**src/sv/pagerank_power_iteration_core_defines.svh**
```systemverilog
// assertion macros for the pagerank power iteration core
// used by the top level only, needs clk and rst in scope
`ifndef PAGERANK_POWER_ITERATION_CORE_DEFINES_SVH
`define PAGERANK_POWER_ITERATION_CORE_DEFINES_SVH

// property that holds at every edge outside reset
`define PGR_ASSERT(lbl, prop, msg) \
  lbl: assert property (@(posedge clk) disable iff (rst) (prop)) else $error(msg);

// antecedent this cycle implies consequent next cycle
`define PGR_ASSERT_NEXT(lbl, ante, cons, msg) \
  lbl: assert property (@(posedge clk) disable iff (rst) (ante) |=> (cons)) else $error(msg);

`endif

```
**src/sv/pgr_pkg.sv**
```systemverilog
// package for the pagerank power iteration core
// types, constants and sequencer states, no dependencies
`default_nettype none
package pgr_pkg;

  localparam int MAX_PAGES_DEF = 32;
  localparam int ENTRY_W       = 17;
  localparam int RANK_W        = 32;
  localparam int ACC_W         = 54;
  localparam int PROD_W        = ENTRY_W + RANK_W;
  localparam int CHANGE_W      = 40;
  localparam int TOTAL_W       = 37;
  localparam int QUOT_W        = 17;
  localparam int CFG_W         = 32;
  localparam int CFG_IDX_W     = 2;

  localparam logic [RANK_W-1:0] RANK_ONE = 32'h0001_0000;
  localparam logic [RANK_W-1:0] RANK_SAT = 32'hFFFF_FFFF;

  localparam logic [CFG_IDX_W-1:0] REG_PAGE_COUNT = 2'd0;
  localparam logic [CFG_IDX_W-1:0] REG_THRESHOLD  = 2'd1;
  localparam logic [CFG_IDX_W-1:0] REG_ITER_LIMIT = 2'd2;

  localparam logic ACT_LOAD  = 1'b0;
  localparam logic ACT_START = 1'b1;

  typedef enum logic [3:0] {
    ST_IDLE, ST_INIT, ST_MRD, ST_MMUL, ST_MACC, ST_MWR,
    ST_DRD, ST_DACC, ST_CHECK, ST_NRD, ST_NLD, ST_NDIV, ST_NOUT
  } state_t;

  typedef struct packed {
    logic                done;
    logic [QUOT_W-1:0]   quotient;
  } div_stat_t;

endpackage
`default_nettype wire

```
**src/sv/pgr_div.sv**
```systemverilog
// bit serial divider for rank normalization, one quotient bit a cycle
// depends on pgr_pkg
`default_nettype none
module pgr_div
  import pgr_pkg::*;
(
  input  wire logic               clk,
  input  wire logic               rst,
  input  wire logic               start,
  input  wire logic [RANK_W-1:0]  num,
  input  wire logic [TOTAL_W-1:0] den,
  output div_stat_t               stat
);

  logic                active;
  logic [4:0]          cnt;
  logic [TOTAL_W-1:0]  rem;
  logic [QUOT_W-1:0]   quot;
  logic                done;
  logic [TOTAL_W:0]    rem2;
  logic                bit_set;
  logic                first_ge;

  assign rem2     = {rem, 1'b0};
  assign bit_set  = rem2 >= {1'b0, den};
  assign first_ge = TOTAL_W'(num) >= den;

  always_ff @(posedge clk) begin
    if (rst) begin
      active <= 1'b0;
      done   <= 1'b0;
      cnt    <= '0;
    end else begin
      done <= 1'b0;
      if (start) begin
        if (den == '0) begin
          active <= 1'b0;
          done   <= 1'b1;
        end else begin
          active <= 1'b1;
          cnt    <= 5'd16;
        end
      end else if (active) begin
        cnt <= cnt - 5'd1;
        if (cnt == 5'd1) begin
          active <= 1'b0;
          done   <= 1'b1;
        end
      end
    end
  end

  always_ff @(posedge clk) begin
    if (start) begin
      if (den == '0) begin
        quot <= '0;
        rem  <= '0;
      end else begin
        quot <= QUOT_W'(first_ge);
        rem  <= first_ge ? TOTAL_W'(TOTAL_W'(num) - den) : TOTAL_W'(num);
      end
    end else if (active) begin
      quot <= {quot[QUOT_W-2:0], bit_set};
      rem  <= bit_set ? TOTAL_W'(rem2 - {1'b0, den}) : TOTAL_W'(rem2);
    end
  end

  assign stat.done     = done;
  assign stat.quotient = quot;

endmodule
`default_nettype wire
```
**config.mk**
```make
export PLATFORM = sky130hd
export DESIGN_NAME = pgr_div
export DESIGN_NICKNAME = d
export VERILOG_FILES = /design/src/sv/pagerank_power_iteration_core_defines.svh /design/src/sv/pgr_pkg.sv /design/src/sv/pgr_div.sv
export SDC_FILE = /design/constraint.sdc
export NUM_CORES = 1
export LEC_CHECK = 0
export BUFFER_PORTS_ARGS = -buffer_cell sky130_fd_sc_hd__buf_2
export CORE_ASPECT_RATIO = 1.75
export CORE_UTILIZATION = 44
export DETAILED_ROUTE_END_ITERATION = 6
export GPL_TIMING_DRIVEN = 0
export SLEW_MARGIN = 10
export SYNTH_ARGS = -nofsm -noshare
export SYNTH_HDL_FRONTEND = slang
export SYNTH_SLANG_ARGS = --single-unit
```
**constraint.sdc**
```tcl
create_clock -name clk -period 5.1 [get_ports clk]
set_input_delay 0 -clock clk [delete_from_list [all_inputs] [get_ports clk]]
set_output_delay 0 -clock clk [all_outputs]
set_load 0.02 [all_outputs]
```
==> results of run 1 <==
path summary, 6_finish.rpt:
check	cells past startpoint	from	to	slack, ns
worst min-delay path	3	num[20]	rem[20]$_DFFE_PP_	0.008
worst max register to register	12	rem[1]$_DFFE_PP_	rem[26]$_DFFE_PP_	0.72
worst min register to register	2	cnt[1]$_SDFFE_PP0P_	cnt[1]$_SDFFE_PP0P_	0.54
worst max-delay path	12	rem[1]$_DFFE_PP_	rem[26]$_DFFE_PP_	0.72
power by group through the flow:
stage                     combinational [uW]  sequential [uW]  clock (uW)
after global routing                    2250              784         683
final                                   2080              774         662
after CTS                               2060              771         667
after global placement                  2020              783           0
after detailed placement                2040              780           0
after floorplan                         1480              769           0
synth_stat cells, drive strengths merged (6+ instances only):
| library cell | instances | area (sq um) |
|---|---|---|
| a21o | 36 | 270 |
| nand4 | 15 | 93.8 |
| a31oi | 11 | 68.8 |
| dfxtp | 7 | 140 |
| clkbuf | 24 | 90.1 |
| o31ai | 6 | 50.1 |
| o21bai | 8 | 60.1 |
| nor4 | 15 | 109 |
| edfxtp | 54 | 1620 |
| nor3 | 20 | 100 |
| xnor2 | 39 | 342 |
| o21ai | 42 | 214 |
| a211oi | 11 | 87.6 |
| or3 | 7 | 43.8 |
| nor2 | 54 | 203 |
| nand2 | 71 | 267 |
| inv | 55 | 206 |
| buf | 7 | 48.8 |
| xor2 | 16 | 140 |
| mux2i | 49 | 490 |
| o22ai | 27 | 169 |
| and3 | 16 | 100 |
| ha | 71 | 888 |
| o211ai | 12 | 90.1 |
| o21a | 14 | 105 |
| nor2b | 30 | 188 |
| nand2b | 7 | 43.8 |
| nand3 | 23 | 115 |
| a21oi | 74 | 378 |
state kept, by name, indices dropped and copies added, names as in the netlist:
name    count
cnt         5
done        1
quot       17
rem        37
active      1
repair_timing:
action / 4_1_cts / 5_1_grt
resized for setup: 0 / 0
hold buffers: 1 / 0
endpoints found under the hold margin: 7 / 0
worst min-delay path: stages:
cell and delay (ns):
buf_2 0.10, nand2_1 0.05, o211ai_1 0.08
final cells by class:
class | instances | area [sq um]
buffer | 31 | 139
clock buffer | 11 | 275
clock inverter | 5 | 36.3
fill | 1671 | 7990
inverter | 56 | 210
multi-input combinational | 742 | 5230
sequential | 61 | 1760
tap | 224 | 280
timing repair buffer | 89 | 450
logic make-up (layout without fill, tap and decap cells):
family | Yosys count | in the layout | synth area share (%)
xor+xnor | 55 | 55 | 6.57
mux | 49 | 49 | 6.69
buf+inv | 87 | 192 | 4.76
fa+ha+maj | 73 | 73 | 12.7
compound gates | 286 | 286 | 26.0
simple gates | 279 | 279 | 19.3
flops | 61 | 61 | 24.0
stage by stage:
step,worst slack [ns],hold WS (ns),instance area [sq um],utilization (%),cells
global route,0.644,0.0262,8380,51.2,1219
CTS,0.831,0.00322,8380,51.2,1219
global placement,0.864,0.276,8060,49.2,1202
finish,0.717,0.00849,8380,51.2,1219
floorplan,1.94,0.0691,7340,-,890
detailed placement,0.896,0.273,8060,49.2,1202
routing by layer:
metal | share of wire (%) | global-route usage [%] | routed length, um
met1 | 37 | 33.2 | 9950
met2 | 50 | 55.8 | 13500
met3 | 4.0 | 3.48 | 1080
met4 | 8.3 | 24.8 | 2210
met5 | 0 | 0 | 0
==> out/qor.csv, run 1 <==
stage,metric,value,unit
power,clkPwrFrac,18.8,%
yosys,ys_seq_area_share,24.0,%
power,p_seq_share,22.0,%
worst_setup_path,cp_slowest_cell,a211oi_2,
power,pwr-share-comb,59.2,%
worst_setup_path,cp-end-kind,register,
power,swShare,45.7,%
worst_setup_path,critPathBufInv,2,
drt,routedWlPerCell,21.9,um
cts,path_clk_slew,0.06,ns
cts,cts_made_buffers,9,
yosys,synth_cells,890,
yosys,syn_avg_cell_area,8.24,sq um
placement,place_congestion,0.997,
finish,layout_commonest_cell,buf_2,
worst_setup_path,critical_path_required,5.13,ns
yosys,synth_edf_count,54,
die,core,16400,sq um
cts,post_cts_buffers,0,
drt,drc,0,
placement,dp_hpwl,21300,um
finish,final_cell_mix,"buf_2 (91), a21oi_1 (72), nand2_1 (71), ha_1 (71), inv_1 (55)",
cts,clock-sinks,61,
yosys,synth_ff_type,edfxtp_1,
finish,nets,1135,
drt,routed_wl,26700,um
global_route,grt_max_degree,55,
worst_setup_path,worstSetupPathType,register to register,
die,die_width,99.6,um
finish,diodes,0,
cts,cts_tree,done,
global_route,grt_pass1_wl,40600,um
power,leakage,0.00367,uW
sta,slew-limit-headroom,31.2,%
yosys,ys_ff_latch,61,
drt,drtAntennaViolNets,0,
worst_setup_path,crit_top_cell,buf_6,
power,p_per_area,420,nW/um^2
yosys,yosysUniqueCellTypes,72,
yosys,synthesis.area,7340,sq um
die,die_y,173,um
drt,viasPerCell,6.15,
sta,worst_pin_slew,1.02,ns
sta,timing.final.crit_share,85.9,%
worst_setup_path,arrival,4.42,ns
finish,area_growth,14.2,%
power,max-vdd-ir-drop,0.000204,V
power,power,3520,uW
drt,drt_iter0_drc,443,
worst_setup_path,cp_cell_sequence,ha_1 -> nor2b_1 -> o31ai_2 -> a21boi_1 -> a211oi_2 -> a2111oi_4 -> nor4_4 -> nor2_1 -> buf_6 -> buf_6 -> mux2i_1 -> o22ai_1,
power,p_int,1910,uW
drt,dr.pass1.iters,5,
die,die_area,17200,sq um
power,netSwitchingPower,1610,uW
global_route,grt.total_usage,31.5,%
yosys,synth_warnings,0,
worst_hold_path,min_path_type,input port to register,
cts,clockBufferDepth,2,
sta,rsz0062_at_grt,no,
yosys,async_flop_share,0,%
sta,finalMaxSlewViolations,0,
global_route,grt_antenna_before_repair,0,
sta,period_minus_slack,4.38,ns
worst_setup_path,crit_fanout,10,
job,maxCapViolations,0,
sta,setup_viol,0,
die,ios,90,
drt,vias,7500,
global_route,grt_pass1_vias,7438,
sta,skew,0.0158,ns
finish,final_layout_size_suffix_gt1_share,12.7,%
worst_setup_path,crit_family,compound AO/OA/AOI/OAI gates,
global_route,overflow,0,
yosys,syn_nets,1035,
worst_setup_path,cp_slowest_stage_delay,0.68,ns
sta,timing.fmax,0.228,GHz
sta,final-hold-violation-count,0,
cts,htree_num_levels,3,
run_status,status,"complete, no violations",
placement,port_buffers,88,
die,row_count,62,
cts,clock_latency,0.35,ns
cts,cts-root-buf,clkbuf_16,
die,start_util,44.8,%
worst_setup_path,cp-start-kind,register,
sta,tns,0,ns
Power figures use the tool's default switching activity.
==> run 2: changes to the inputs <==
Settings changed: REMOVE_ABC_BUFFERS set to 1.
Clock period 5.1 ns to 5.35 ns, I/O delays scaled along.
==> run 2 against run 1 <==
Compared with the run above: global-route usage is 3.0 points lower; combinational power is 9% lower; non-clock buffer count shrank 28; wire length shrank 9.4%; hold slack improved by 0.028 ns; core utilization down 0.67 points; critical path type unchanged.
==> out/qor.csv, run 2 (synthesized netlist as in run 1, its figures left out) <==
stage,metric,value,unit,change
run_status,status,"complete, no violations",,unchanged
global_route,grt_antenna_before_repair,1,,was 0
sta,setup_viol,0,,unchanged
drt,drt_iter0_drc,347,,was 443
power,clkPwrFrac,18.6,%,was 18.8%
worst_setup_path,cp_slowest_stage_delay,0.61,ns,was 0.68 ns
power,p_seq_share,22.6,%,was 22.0%
finish,final_layout_size_suffix_gt1_share,12.9,%,was 12.7%
finish,top_regs,"rem (37), quot (17), cnt (5)",,unchanged
placement,place_congestion,0.951,,was 0.997
finish,final_cell_mix,"buf_2 (89), a21oi_1 (72), ha_1 (71)",,"was buf_2 (91), a21oi_1 (72), nand2_1 (71), ha_1 (71), inv_1 (55)"
cts,htree_num_levels,3,,unchanged
worst_setup_path,arrival,4.12,ns,was 4.42 ns
finish,regArea,1760,sq um,unchanged
placement,port_buffers,89,,was 88
worst_setup_path,setup.worst_path.start,rem[1]$_DFFE_PP_,,unchanged
worst_setup_path,crit_fanout,20,,was 10
drt,vias,7131,,"was 7,500"
sta,finalMaxSlewViolations,0,,unchanged
worst_setup_path,cp-start-kind,register,,unchanged
cts,path_clk_slew,0.06,ns,about the same
sta,rsz0062_at_grt,no,,unchanged
die,ios,90,,unchanged
global_route,grt_max_degree,55,,unchanged
power,leakage,0.00362,uW,was 0.00367 uW
worst_hold_path,hp-start,num[31],,was num[20]
drt,routed_wl,24200,um,"was 26,700 um"
finish,multi_input_area,5240,sq um,was 5230 sq um
sta,timing.hold.ws,0.0368,ns,was 0.00849 ns
sta,period_minus_slack,4.07,ns,was 4.38 ns
cts,clock-sinks,61,,unchanged
drt,drtAntennaViolNets,0,,unchanged
worst_setup_path,critPathBufInv,1,,was 2
worst_setup_path,cp_cell_sequence,ha_1 -> nor2b_1 -> o31ai_2 -> a21boi_1 -> a211oi_2 -> a2111oi_4 -> nor4_4 -> nor2_4 -> buf_12 -> mux2i_1 -> o22ai_1,,was ha_1 -> nor2b_1 -> o31ai_2 -> a21boi_1 -> a211oi_2 -> a2111oi_4 -> nor4_4 -> nor2_1 -> buf_6 -> buf_6 -> mux2i_1 -> o22ai_1
worst_setup_path,cp_slowest_cell,a211oi_2,,unchanged
placement,place_inst,1173,,"was 1,202"
worst_setup_path,crit_family,compound AO/OA/AOI/OAI gates,,unchanged
power,p_int,1790,uW,was 1910 uW
cts,clock_latency,0.35,ns,about the same
placement,dp_hpwl,19300,um,"was 21,300 um"
global_route,overflow,0,,unchanged
power,swShare,44.5,%,was 45.7%
cts,cts-resized-gates,0,,unchanged
finish,area_growth,12.8,%,was 14.2%
die,die_y,173,um,unchanged
die,start_util,44.8,%,unchanged
drt,dr.pass1.iters,6,,was 5
die,row_count,62,,unchanged
cts,cts-root-buf,clkbuf_16,,unchanged
sta,slew-limit-headroom,24.6,%,was 31.2%
power,netSwitchingPower,1440,uW,was 1610 uW
cts,clockBufferDepth,2,,unchanged
worst_setup_path,worstSetupPathType,register to register,,unchanged
power,max-vdd-ir-drop,0.000155,V,was 0.000204 V
drt,routedWlPerCell,20.3,um,was 21.9 um
finish,num-fill-cells,1637,,"was 1,671"
die,core,16400,sq um,unchanged
finish,largest_reg_flops,37,,unchanged
cts,cts_tree,done,,unchanged
worst_setup_path,critical_path_required,5.40,ns,was 5.13 ns
cts,cts_made_buffers,9,,unchanged
global_route,grt_pass1_wl,37100,um,"was 40,600 um"
drt,drc,0,,unchanged
sta,timing.fmax,0.246,GHz,was 0.228 GHz
finish,regMostFlops,rem,,unchanged
sta,skew,0.00918,ns,was 0.0158 ns
worst_setup_path,cp-end-kind,register,,unchanged
sta,worst_pin_slew,1.13,ns,was 1.02 ns
global_route,grt_pass1_vias,7173,,"was 7,438"
finish,fin_cells,1191,,"was 1,219"
job,maxCapViolations,0,,unchanged
drt,viasPerCell,5.99,,was 6.15
sta,timing.final.crit_share,76.1,%,was 85.9%
worst_hold_path,min_path_type,input port to register,,unchanged
finish,nets,1107,,"was 1,135"
sta,final-hold-violation-count,0,,unchanged
die,die_area,17200,sq um,unchanged
worst_setup_path,timing.rr.start,rem[1]$_DFFE_PP_,,unchanged
finish,layout_commonest_cell,buf_2,,unchanged
power,pwr-share-comb,58.8,%,was 59.2%
global_route,grt.total_usage,28.5,%,was 31.5%
finish,diodes,0,,unchanged
cts,post_cts_buffers,0,,unchanged
die,die_width,99.6,um,unchanged
power,p_per_area,390,nW/um^2,was 420 nW/um^2
[run 2: changes by cell type in the layout (fill, tap and decap cells not counted), sizes merged]
cell | previous run | this run
buf | 95 | 90
clkinvlp | 0 | 1
inv | 58 | 56
dlygate4sd3 | 1 | 2
clkbuf | 35 | 10
clkinv | 3 | 5
[run 2: power by group through the flow]
stage	Combinational [uW]	Sequential (uW)	Clock (uW)
2_1_floorplan	1390	734	0
3_3_place_gp	1860	736	0
3_5_place_dp	1870	738	0
4_1_cts	1880	729	605
5_1_grt	2060	740	619
6_report	1900	728	601
[run 2: final timing paths]
check / end / slack, ns / cells after the start
worst max-delay path: rem[16]$_DFFE_PP_ / 1.28 / 11
worst min-delay path: rem[31]$_DFFE_PP_ / 0.04 / 3
worst max register to register: rem[16]$_DFFE_PP_ / 1.28 / 11
worst min register to register: cnt[1]$_SDFFE_PP0P_ / 0.53 / 2
[run 2: final cells by class]
cell class                      instances  area share (%)
Multi-Input combinational cell        742            63.3
Sequential cell                        61            21.3
Timing Repair Buffer                   92            5.87
Tap cell                              224            3.39
Clock buffer                           10            3.03
Inverter                               56            2.54
Clock inverter                          6           0.529
[run 2: metal layers]
| metal | part of all wire, % | global-route usage (%) |
|---|---|---|
| met3 | 3.3 | 4.12 |
| met2 | 53 | 52.9 |
| met5 | 0.045 | 0 |
| met1 | 37 | 29.1 |
| met4 | 5.9 | 18.0 |
[run 2: worst min-delay path: cells and delay by family]
kind / cells / cell delay, ns
AO/OA/AOI/OAI: 2 / 0.16
buffers and inverters: 1 / 0.11
[run 2: what timing repair did]
action,CTS,global route
endpoints found under the hold margin,8,0
hold buffers,2,0
endpoints found under the setup margin,0,0
[run 2: stage by stage]
step | total power, uW | TNS (ns) | area, sq um | setup slack (ns) | util [%]
2_1_floorplan | 2120 | 0 | 7200 | 1.02 | -
6_report | 3230 | 0 | 8270 | 1.28 | 50.5
3_3_place_gp | 2600 | -14.64 | 7920 | -0.752 | 48.4
3_5_place_dp | 2610 | 0 | 7960 | 1.18 | 48.6
5_1_grt | 3420 | 0 | 8270 | 1.14 | 50.5
4_1_cts | 3220 | 0 | 8270 | 1.31 | 50.5
==> run 3: changes to the inputs <==
Settings changed: ABC_AREA set to 1.
Clock period 5.35 ns to 4.2 ns, I/O delays scaled along.
==> run 3 against run 2 <==
Compared with the run above: count of clock-buffer cells in the layout grew 4; critical path type is now input port to register; combinational power is 39% higher; synthesized cell count increased by 95%; via count rose by 46%; highest routed layer is now met4; non-clock buffer count up 1; register-to-register slack better by 0.02 ns; largest cell class unchanged.
==> out/qor.csv, run 3 <==
stage,metric,value,unit,change
run_status,status,"complete, no violations",,unchanged
yosys,synth_edf_count,54,,unchanged
yosys,synthesis.area,9510,sq um,was 7340 sq um
yosys,synth_cells,1735,,was 890
power,p_per_area,409,nW/um^2,was 390 nW/um^2
cts,clockBufferDepth,2,,unchanged
yosys,synth_top_family_by_area,simple AND/OR/NAND/NOR gates,,was compound AO/OA/AOI/OAI gates
drt,routed_wl,32400,um,"was 24,200 um"
worst_hold_path,hp-start,num[16],,was num[31]
sta,rsz0062_at_grt,no,,unchanged
drt,dr.pass1.iters,5,,was 6
yosys,muxShareOfSynthArea,0,%,was 6.69%
worst_setup_path,cp-end-kind,register,,unchanged
global_route,grt.total_usage,30.0,%,was 28.5%
yosys,synth_warnings,0,,unchanged
placement,port_buffers,89,,unchanged
power,leakage,0.00637,uW,was 0.00362 uW
job,maxCapViolations,0,,unchanged
power,p_seq_share,21.7,%,was 22.6%
power,p_int,2180,uW,was 1790 uW
sta,period_minus_slack,3.28,ns,
finish,utilization,49.6,%,was 50.5%
die,ios,90,,unchanged
finish,regMostFlops,rem,,unchanged
cts,path_clk_slew,0.05,ns,was 0.06 ns
global_route,grt_max_degree,56,,was 55
worst_setup_path,critical_path_required,4.30,ns,was 5.40 ns
sta,setup_viol,0,,unchanged
finish,final_layout_size_suffix_gt1_share,7.92,%,was 12.9%
die,core,21000,sq um,"was 16,400 sq um"
drt,drt_iter0_drc,590,,was 347
cts,htree_num_levels,3,,unchanged
worst_hold_path,min_path_type,input port to register,,unchanged
yosys,synth_compound_area_share,4.09,%,was 26.0%
yosys,async_flop_share,0,%,unchanged
worst_setup_path,crit_fanout,33,,was 20
worst_setup_path,reg2reg_depth,11,,unchanged
yosys,syn_avg_cell_area,5.48,sq um,was 8.24 sq um
finish,area_growth,9.70,%,was 12.8%
cts,clock_latency,0.34,ns,was 0.35 ns
power,netSwitchingPower,2090,uW,was 1440 uW
yosys,ys_ff_latch,61,,unchanged
yosys,synth-simple-area-share,47.3,%,was 19.3%
sta,tns,0,ns,unchanged
global_route,overflow,0,,unchanged
power,clkPwrFrac,16.2,%,was 18.6%
drt,drc,0,,unchanged
die,row_count,70,,was 62
placement,dp_hpwl,27300,um,"was 19,300 um"
cts,cts_made_buffers,9,,unchanged
worst_setup_path,cp_cell_sequence,buf_2 -> inv_1 -> ha_1 -> inv_1 -> nor2_1 -> nand2_1 -> inv_1 -> nand2_1 -> inv_1 -> a21oi_1 -> nand4_2 -> nand2_2 -> inv_2 -> nand2_1 -> nand2_1,,was ha_1 -> nor2b_1 -> o31ai_2 -> a21boi_1 -> a211oi_2 -> a2111oi_4 -> nor4_4 -> nor2_4 -> buf_12 -> mux2i_1 -> o22ai_1
cts,post_cts_buffers,0,,unchanged
drt,routedWlPerCell,15.7,um,was 20.3 um
global_route,grt_pass1_vias,10100,,"was 7,173"
power,max-vdd-ir-drop,0.000217,V,was 0.000155 V
yosys,synth_top_area_share,27.7,%,was 22.1%
drt,drtAntennaViolNets,0,,unchanged
worst_setup_path,arrival,3.38,ns,was 4.12 ns
worst_setup_path,reg2reg_slack,1.30,ns,was 1.28 ns
power,pwr-share-comb,62.0,%,was 58.8%
placement,dp_slack,0.620,ns,was 1.18 ns
worst_setup_path,timing.rr.start,rem[27]$_DFFE_PP_,,was rem[1]$_DFFE_PP_
worst_setup_path,r2r_end,rem[6]$_DFFE_PP_,,was rem[16]$_DFFE_PP_
sta,finalMaxSlewViolations,0,,unchanged
power,swShare,49.0,%,was 44.5%
yosys,synth_top_area_cell,nand2_1,,was edfxtp_1
yosys,yosysMostFrequentCell,nand2_1,,was a21oi_1
finish,top_regs,"rem (37), quot (17), cnt (5)",,unchanged
yosys,synth_fa_ha_area_share,9.76,%,was 12.7%
drt,vias,10400,,"was 7,131"
worst_setup_path,setup.worst_path.start,den[31],,was rem[1]$_DFFE_PP_
global_route,grt_pass1_wl,50900,um,"was 37,100 um"
finish,layout_commonest_cell,nand2_1,,was buf_2
yosys,synthTopCellsByArea,"nand2_1 (28%), edfxtp_1 (17%), inv_1 (15%), ha_1 (9.3%), nand3_1 (8.8%)",,"was edfxtp_1 (22%), ha_1 (12%), mux2i_1 (6.7%), a21oi_1 (4.9%), xnor2_1 (4.7%)"
sta,timing.fmax,0.305,GHz,
die,die_y,196,um,was 173 um
sta,final-hold-violation-count,0,,unchanged
yosys,synth_common_cells,"nand2_1 (701), inv_1 (387), nand3_1 (168)",,"was a21oi_1 (72), ha_1 (71), nand2_1 (71)"
global_route,grt_antenna_before_repair,0,,was 1
sta,skew,0.00622,ns,was 0.00918 ns
die,die_area,22200,sq um,"was 17,200 sq um"
die,die_width,113,um,was 99.6 um
die,start_util,45.2,%,was 44.8%
yosys,ys_seq_area_share,18.5,%,was 24.0%
sta,worst_pin_slew,1.19,ns,was 1.13 ns
cts,cts-root-buf,clkbuf_16,,unchanged
yosys,synth_xor_area_share,3.04,%,was 6.57%
yosys,yosysUniqueCellTypes,37,,was 72
worst_setup_path,cp_slowest_stage_delay,0.96,ns,was 0.61 ns
cts,clock-sinks,61,,unchanged
finish,nets,1959,,"was 1,107"
worst_setup_path,worstSetupPathType,input port to register,,was register to register
worst_setup_path,cp-start-kind,input port,,was register
worst_setup_path,cp_slowest_cell,nand4_2,,was a211oi_2
finish,largest_reg_flops,37,,unchanged
worst_setup_path,crit_path_end,rem[35]$_DFFE_PP_,,was rem[16]$_DFFE_PP_
placement,place_congestion,0.925,,was 0.951
drt,viasPerCell,5.02,,was 5.99
sta,timing.final.crit_share,78.1,%,
cts,cts_tree,done,,unchanged
finish,diodes,0,,unchanged
sta,slew-limit-headroom,20.3,%,was 24.6%
finish,final_cell_mix,"nand2_1 (700), inv_1 (386), nand3_1 (168)",,"was buf_2 (89), a21oi_1 (72), ha_1 (71)"
sta,setup_slack,0.919,ns,was 1.28 ns
yosys,synth_ff_type,edfxtp_1,,unchanged
run 3: changes by cell type after synthesis, sizes merged, moves of 36 or more:
cell	before	now
nand2	71	720
a21o	36	0
nor2	54	140
mux2i	49	0
inv	55	391
nand3	23	169
run 3: cells by family (layout without fill, tap and decap cells):
kind of cell	after synthesis	in the layout
adder cells (fa/ha/maj)	73	73
AO/OA/AOI/OAI	72	72
AND/OR/NAND/NOR	1080	1080
buffers and inverters	416	500
XOR/XNOR	33	33
flip-flops	61	61
run 3: cell type report:
type                       instances  area [sq um]
fill                            2379         10600
multi-input combinational       1258          6120
sequential                        61          1760
inverter                         391          1470
timing repair buffer              93           505
tap                              252           315
clock buffer                      14           254
clock inverter                     2          10.0
run 3: power by group through the flow:
stage	clock network, uW	registers (uW)	logic, uW
after floorplan	0	943	1900
after global placement	0	938	2600
after detailed placement	0	940	2640
after CTS	695	928	2650
after global routing	724	943	3010
final	692	927	2650
run 3: per-stage QoR:
step / hold slack (ns) / cell area, sq um / total power [uW] / cells
after floorplan: 0.0691 / 9330 / 2840 / 1710
after global placement: 0.242 / 10100 / 3540 / 2051
after detailed placement: 0.239 / 10200 / 3580 / 2054
after CTS: 0.0612 / 10400 / 4270 / 2071
after global routing: 0.0979 / 10400 / 4680 / 2071
final: 0.0576 / 10400 / 4270 / 2071
run 3: timing repair:
action,in CTS,in global routing
endpoints found under the hold margin,3,0
resized for setup,0,0
hold buffers,1,0
run 3: per-layer routing:
metal	track usage [%]	up-vias	wire (um)
li1	-	5424	-
met1	33.4	4641	12800
met2	56.0	260	16700
met3	1.41	74	1100
met4	17.3	0	1810
met5	0	-	0
run 3: worst min path at each step:
stage | to | slack (ns) | cells after the start
after floorplan | cnt[1]$_SDFFE_PP0P_ | 0.07 | 1
after global placement | cnt[1]$_SDFFE_PP0P_ | 0.24 | 2
after detailed placement | cnt[4]$_SDFFE_PP0P_ | 0.24 | 2
after CTS | rem[16]$_DFFE_PP_ | 0.06 | 5
after global routing | rem[16]$_DFFE_PP_ | 0.1 | 5
final | rem[16]$_DFFE_PP_ | 0.06 | 5
run 3: worst max-delay path: cells and delay by family:
| kind | cells | cell delay (ns) |
|---|---|---|
| buf+inv | 6 | 0.71 |
| simple gates | 7 | 2.06 |
| compound gates | 1 | 0.24 |
| fa+ha+maj | 1 | 0.34 |
